--- config.mk ---
export PLATFORM = sky130hd
export DESIGN_NAME = pfdsr_mul
export DESIGN_NICKNAME = d
export VERILOG_FILES = /design/src/design/pfdsr_pkg.sv /design/src/design/pfdsr_mul.sv
export SDC_FILE = /design/constraint.sdc
export NUM_CORES = 2
export LEC_CHECK = 0
export BUFFER_PORTS_ARGS = -buffer_cell sky130_fd_sc_hd__buf_2
export CORE_MARGIN = 3
export CORE_UTILIZATION = 60
export CTS_CLUSTER_DIAMETER = 30
export CTS_CLUSTER_SIZE = 8
export DETAILED_ROUTE_END_ITERATION = 10
export PLACE_DENSITY = 0.8
export SETUP_SLACK_MARGIN = 0.4
export SLEW_MARGIN = 5
export SYNTH_ARGS = -nofsm -noshare
export SYNTH_HDL_FRONTEND = slang
export SYNTH_SLANG_ARGS = --single-unit
--- constraint.sdc ---
create_clock -name i_clk -period 14.6 [get_ports i_clk]
set_clock_uncertainty 0.2 [all_clocks]
set_input_delay 0.73 -clock i_clk [delete_from_list [all_inputs] [get_ports i_clk]]
set_output_delay 0.73 -clock i_clk [all_outputs]
set_load 0.05 [all_outputs]
--- src/design/pfdsr_pkg.sv ---
// Package for the periodic finite-difference stencil residual unit.
// Holds field widths, register and operation codes and the stencil tables.
// No dependencies.
package pfdsr_pkg;

    // Word field widths
    localparam int OP_W   = 1;
    localparam int IDX_W  = 10;
    localparam int VAL_W  = 16;
    localparam int RES_W  = 32;

    // Configuration registers
    localparam int CFG_IDX_W  = 3;
    localparam int CFG_DATA_W = 24;
    localparam int SEL_W      = 4;
    localparam int FLUX_W     = 2;
    localparam int SPEED_W    = 16;
    localparam int INV_W      = 24;
    localparam int CNT_REG_W  = 11;

    localparam logic [CFG_IDX_W-1:0] CFG_SCHEME     = 3'd0;
    localparam logic [CFG_IDX_W-1:0] CFG_FLUX       = 3'd1;
    localparam logic [CFG_IDX_W-1:0] CFG_SPEED      = 3'd2;
    localparam logic [CFG_IDX_W-1:0] CFG_INV_SPACE  = 3'd3;
    localparam logic [CFG_IDX_W-1:0] CFG_NODE_COUNT = 3'd4;

    localparam logic [SEL_W-1:0]     RST_SCHEME     = 4'd5;
    localparam logic [FLUX_W-1:0]    RST_FLUX       = 2'd0;
    localparam logic [SPEED_W-1:0]   RST_SPEED      = 16'd4096;
    localparam logic [INV_W-1:0]     RST_INV_SPACE  = 24'd256;
    localparam logic [CNT_REG_W-1:0] RST_NODE_COUNT = 11'd1024;

    localparam logic [OP_W-1:0]   OP_LOAD    = 1'b0;
    localparam logic [OP_W-1:0]   OP_COMPUTE = 1'b1;
    localparam logic [FLUX_W-1:0] FLUX_LINEAR  = 2'd0;
    localparam logic [FLUX_W-1:0] FLUX_BURGERS = 2'd1;

    // Datapath widths: multiplier operands, product, accumulator
    localparam int MA_W   = 34;
    localparam int MB_W   = 25;
    localparam int MP_W   = 59;
    localparam int ACC_W  = 57;
    localparam int CF_W   = 23;
    localparam int OFF_W  = 4;

    // Rounding: tap sum 2^45 -> 2^20, scaled 2^28 -> 2^12
    localparam int SUM_SHIFT = 25;
    localparam int RES_SHIFT = 16;
    localparam logic signed [ACC_W-1:0] SUM_HALF = ACC_W'(57'sd1 <<< (SUM_SHIFT - 1));
    localparam logic signed [MP_W-1:0]  RES_HALF = MP_W'(59'sd1 <<< (RES_SHIFT - 1));
    localparam logic [RES_W-1:0] RES_MAX = 32'h7FFF_FFFF;
    localparam logic [RES_W-1:0] RES_MIN = 32'h8000_0000;

    // Stencil tables
    localparam int NUM_SCHEMES = 10;
    localparam int TAP_SLOTS   = 7;
    localparam int TAP_W       = 3;
    localparam int NTAP_W      = 4;

    localparam logic [NTAP_W-1:0] TAP_COUNT [NUM_SCHEMES] =
        '{4'd2, 4'd3, 4'd3, 4'd4, 4'd4, 4'd5, 4'd7, 4'd7, 4'd7, 4'd7};

    localparam logic signed [OFF_W-1:0] TAP_OFF [NUM_SCHEMES][TAP_SLOTS] = '{
        '{ 4'sd0, -4'sd1,  4'sd0,  4'sd0,  4'sd0,  4'sd0,  4'sd0},
        '{ 4'sd1,  4'sd0, -4'sd1,  4'sd0,  4'sd0,  4'sd0,  4'sd0},
        '{ 4'sd0, -4'sd1, -4'sd2,  4'sd0,  4'sd0,  4'sd0,  4'sd0},
        '{ 4'sd0, -4'sd1, -4'sd2, -4'sd3,  4'sd0,  4'sd0,  4'sd0},
        '{ 4'sd1,  4'sd0, -4'sd1, -4'sd2,  4'sd0,  4'sd0,  4'sd0},
        '{ 4'sd2,  4'sd1,  4'sd0, -4'sd1, -4'sd2,  4'sd0,  4'sd0},
        '{ 4'sd3,  4'sd2,  4'sd1,  4'sd0, -4'sd1, -4'sd2, -4'sd3},
        '{ 4'sd2,  4'sd1,  4'sd0, -4'sd1, -4'sd2, -4'sd3, -4'sd4},
        '{ 4'sd3,  4'sd2,  4'sd1,  4'sd0, -4'sd1, -4'sd2, -4'sd3},
        '{ 4'sd3,  4'sd2,  4'sd1,  4'sd0, -4'sd1, -4'sd2, -4'sd3}
    };

    // Weights times 2^20, rounded to nearest
    localparam logic signed [CF_W-1:0] TAP_COEF [NUM_SCHEMES][TAP_SLOTS] = '{
        '{ 23'sd1048576, -23'sd1048576, 23'sd0, 23'sd0, 23'sd0, 23'sd0, 23'sd0},
        '{ 23'sd524288, 23'sd0, -23'sd524288, 23'sd0, 23'sd0, 23'sd0, 23'sd0},
        '{ 23'sd1572864, -23'sd2097152, 23'sd524288, 23'sd0, 23'sd0, 23'sd0, 23'sd0},
        '{ 23'sd1922389, -23'sd3145728, 23'sd1572864, -23'sd349525,
           23'sd0, 23'sd0, 23'sd0},
        '{ 23'sd349525, 23'sd524288, -23'sd1048576, 23'sd174763,
           23'sd0, 23'sd0, 23'sd0},
        '{-23'sd87381, 23'sd699051, 23'sd0, -23'sd699051, 23'sd87381,
           23'sd0, 23'sd0},
        '{ 23'sd17476, -23'sd157286, 23'sd786432, 23'sd0, -23'sd786432,
           23'sd157286, -23'sd17476},
        '{-23'sd34953, 23'sd419430, 23'sd611669, -23'sd1398101, 23'sd524288,
          -23'sd139810, 23'sd17476},
        '{ 23'sd21856, -23'sd174804, 23'sd808329, 23'sd0, -23'sd808329,
           23'sd174804, -23'sd21856},
        '{ 23'sd24962, -23'sd184392, 23'sd818187, 23'sd0, -23'sd818187,
           23'sd184392, -23'sd24962}
    };

    // Unused scheme codes have no taps
    function automatic logic [NTAP_W-1:0] tap_count(input logic [SEL_W-1:0] sel);
        logic [NTAP_W-1:0] n;
        n = '0;
        if (sel < SEL_W'(NUM_SCHEMES)) begin
            n = TAP_COUNT[sel];
        end
        return n;
    endfunction

    function automatic logic signed [OFF_W-1:0] tap_offset(input logic [SEL_W-1:0] sel,
                                                           input logic [TAP_W-1:0] k);
        logic signed [OFF_W-1:0] o;
        o = '0;
        if (sel < SEL_W'(NUM_SCHEMES)) begin
            o = TAP_OFF[sel][k];
        end
        return o;
    endfunction

    function automatic logic signed [CF_W-1:0] tap_coef(input logic [SEL_W-1:0] sel,
                                                        input logic [TAP_W-1:0] k);
        logic signed [CF_W-1:0] c;
        c = '0;
        if (sel < SEL_W'(NUM_SCHEMES)) begin
            c = TAP_COEF[sel][k];
        end
        return c;
    endfunction

endpackage

--- src/design/pfdsr_mul.sv ---
// Shared signed multiplier with registered product.
// Used for flux, tap weighting and final scaling. Depends on pfdsr_pkg.
module pfdsr_mul import pfdsr_pkg::*; (
    input  logic                   i_clk,
    input  logic                   i_en,
    input  logic signed [MA_W-1:0] i_a,
    input  logic signed [MB_W-1:0] i_b,
    output logic signed [MP_W-1:0] o_p
);
    logic signed [MP_W-1:0] r_p;

    always_ff @(posedge i_clk) begin
        if (i_en) begin
            r_p <= MP_W'(i_a) * MP_W'(i_b);
        end
    end

    assign o_p = r_p;
endmodule

# == After elaboration in Yosys (flattened, before gate mapping) ==
# Index checks and enable logic that the tools add are counted.
# op_classes
mul,1
# ops
operator,count
multiplier 34 x 25 -> 59 bit,1
# totals
register_bits,59
output_inout_bits,59

# == Logic depth before layout (Yosys ltp) ==
# logic_depth
word_depth,1
depth_mapped,27
depth_no_buf,25

# == Least setup slack after synthesis ==
# Ideal clock, no wire load.
# synth_timing
path_kind,input port to flip-flop
startpoint,in i_a[33]
endpoint,"reg r_p[56], in the netlist o_p[56], data pin"
path_stages,23
arrival_time_ns,6.755
setup_ns,0.260
t_required_ns,14.140
path_buffers,2
setup_slack_ns,7.385
cell_sequence,clkbuf_1 -> nand2_1 -> inv_1 -> fa_1 -> fa_1 -> inv_1 -> fa_1 -> inv_1 -> fa_1 -> fa_1 -> fa_1 -> inv_1 -> fa_1 -> inv_1 -> ha_1 -> clkbuf_1 -> a21oi_1 -> o21ai_0 -> or3_1 -> nor3_2 -> o31ai_4 -> a221oi_2 -> xnor2_1
# synth_between
elab_chain_cells,1
# synth_lines
item,line,source
start: declaration,pfdsr_mul.sv:6,"input logic signed [MA_W-1:0] i_a,"
multiplier 34 x 25 -> 59 bit,pfdsr_mul.sv:14,r_p <= MP_W'(i_a) * MP_W'(i_b);
end signal: assignment,pfdsr_mul.sv:14,
end: declaration,pfdsr_mul.sv:10,logic signed [MP_W-1:0] r_p;
# Every way passes these cells.
# A chain may end at the register's enable or synchronous reset.

# == Worst setup path after layout ==
# layout_timing
startpoint,in i_b[1]
endpoint,"reg r_p[58], in the netlist o_p[58], data pin"
# layout_between
elab_chain_cells,1
# layout_lines
item,line,source
start: declaration,pfdsr_mul.sv:7,"input logic signed [MB_W-1:0] i_b,"
multiplier 34 x 25 -> 59 bit,pfdsr_mul.sv:14,
# Every way passes these cells.

==> results.cfg <==
[floorplan]
die-height_um = 235
die_area_sq_mm = 0.0553
core_sq_mm = 0.0516
top_level_ports = 120
fp-row-count = 83
start_util_pct = 61.1
die_w_um = 235

[clocking]
cts_made_buffers = 9
root_buffer = clkbuf_16
cts_htree_levels = 3
clk_pin_slew_ps = 60
clock_path_buffers = 2
cts.sinks = 59
tritoncts = built
cts_resized = 0
ctsHoldBuffers = 0
cts_setup_buffers = 0

[yosys]
synth_area_sq_mm = 0.0315
synth_compound_area_share_pct = 3.81
async_flop_share_pct = 0
ys_top_cells_by_count = 865 x fa_1, 810 x inv_1, 431 x nand2_1, 425 x and2_1, 159 x ha_1
yosys_register_bits = 59
yosys-top-cells-area = fa_1 55%, inv_1 9.6%, and2_1 8.4%
synth_edf_count = 59
synthMuxAreaShare_pct = 0.0357
synthDistinctLibCells = 65
synth_top_area_cell = fa_1
synth_top_family_by_area = adder cells
ys_warn_count = 0
synth_most_common_cell = fa_1
synthXorXnorAreaFrac_pct = 1.86
synth-adder-area-share_pct = 61.2
synth_nets = 4357
synth_top_cell_area_share_pct = 54.9
synth-simple-area-share_pct = 15.8
synth_seq_area_share_pct = 5.62
synthFlopType = edfxtp_1
synth_area_per_cell_sq_um = 9.63
synth_cells = 3272

[worst_setup_path]
cp_max_fo = 34
start_kind = input pin
crit_chain = buf_2 -> nand2_1 -> inv_1 -> fa_1 -> fa_1 -> inv_1 -> fa_1 -> inv_1 -> fa_1 -> fa_1 -> fa_1 -> inv_1 -> fa_1 -> inv_1 -> ha_1 -> a21oi_1 -> o21bai_1 -> a21o_1 -> a221oi_1 -> a31oi_1 -> o211ai_1 -> nand2_1 -> a22o_1
path_common_cell = fa_1
cp_data_arrival_time_ps = 7870
cp.buffers_inverters = 6
cp-end-kind = register
required_ps = 14480
slowest_stage = fa_1
cpLargestDelayFamily = adder cells
crit_type = in2reg
max_stage_delay_ps = 740

[routing]
dr.pass1.iters = 5
vias = 22155
drtIter0Drc = 1367
wirelength_um = 78400
drc = 0
route.detailed.wl_per_inst_um = 19.9
ant_nets = 0
viasPerCell = 5.64

[global_routing]
track_usage_pct = 29.5
overflow = 0
first_global_vias = 24969
grt_pass1_wl_um = 130000
grt_antenna_before_repair = 5
grt_max_degree = 60

[place]
numPortBuffers = 119
routabilityCongestion = 0.908
dp_worst_setup_slack_ps = 6410
hpwl_um = 64200

[finish]
drive_gt1_share_pct = 4.93
nNetsFinal = 4327
nFillCells = 4125
area_growth_pct = 3.70
largest_reg_flops = 59

[sta]
setup_tns_ps = 0
fmax_mhz = 125
maxSlewHeadroom_pct = 36.0
final.min_clock_period_ps = 7990
rsz0062_at_grt = no
setup_viol_count_final = 0
drv_slew = 0
tightestPinTransition_ps = 958
finalCritPeriodShare_pct = 54.7
worst_slack_ps = 6610
timing_hold_violations_final = 0
fin_hold_ws_ps = 898

[run]
maxCapViolations = 0

[worst_hold_path]
hold_path_class = in2reg

[status]
run_status = complete, no violations
## stage by stage
step	cell area, sq um	instances	util (%)
floorplan	31500	3272	-
global placement	32400	3911	62.7
detailed placement	32400	3911	62.7
CTS	32700	3927	63.3
global route	32700	3930	63.3
finish	32700	3930	63.3
## placed cells by master (no fill, tap or decap), types with 4 or more instances in the layout
cell type,instances
xnor2_1,52
nand2_1,431
o21bai_1,13
nand4_1,7
a21o_1,22
edfxtp_1,59
a21oi_1,56
fa_1,865
a31oi_1,10
o21ai_0,12
buf_2,119
or3_1,4
o211ai_1,6
a221oi_1,4
nand2b_1,11
nor3_1,4
o21ai_1,12
nand3_1,9
ha_1,159
o21a_1,5
inv_1,810
and3_1,14
xor2_1,15
clkbuf_16,9
and2_1,425
nor2b_1,31
nor2_1,24
## cells by family after synthesis
logic type                 after synthesis
AOI/OAI and AO/OA                      173
xor gates and xnor gates                67
adders and majority gates             1024
buffers and inverters                  973
DFF                                     59
muxes                                    1
and+or+nand+nor                        975
## worst paths after layout
kind / startpoint / end / slack, ps / cells past startpoint
setup / recovery: i_b[1] / o_p[58] / 6610 / 23
hold / removal: i_en / o_p[48] / 900 / 2
## final cells by class
class | count | area (sq um) | share of cell area [%]
repair buffers | 121 | 611 | 1.87
inverters | 811 | 3040 | 9.31
flip-flops and latches | 59 | 1770 | 5.42
clock buffers | 11 | 233 | 0.712
well taps | 680 | 851 | 2.60
multi-input cells | 2240 | 26100 | 79.8
diodes | 3 | 7.51 | 0.0230
clock inverters | 5 | 77.6 | 0.237
## per-layer routing
metal	up-vias	routed length, um	GRT usage, %
li1	9335	-	-
met1	11646	28200	36.0
met2	927	41600	52.9
met3	245	4550	3.26
met4	2	4040	13.4
met5	-	15	0
Power is left out: the tool's default activity adds up to more than one toggle a clock period on the data nets, which glitch-free logic cannot reach.
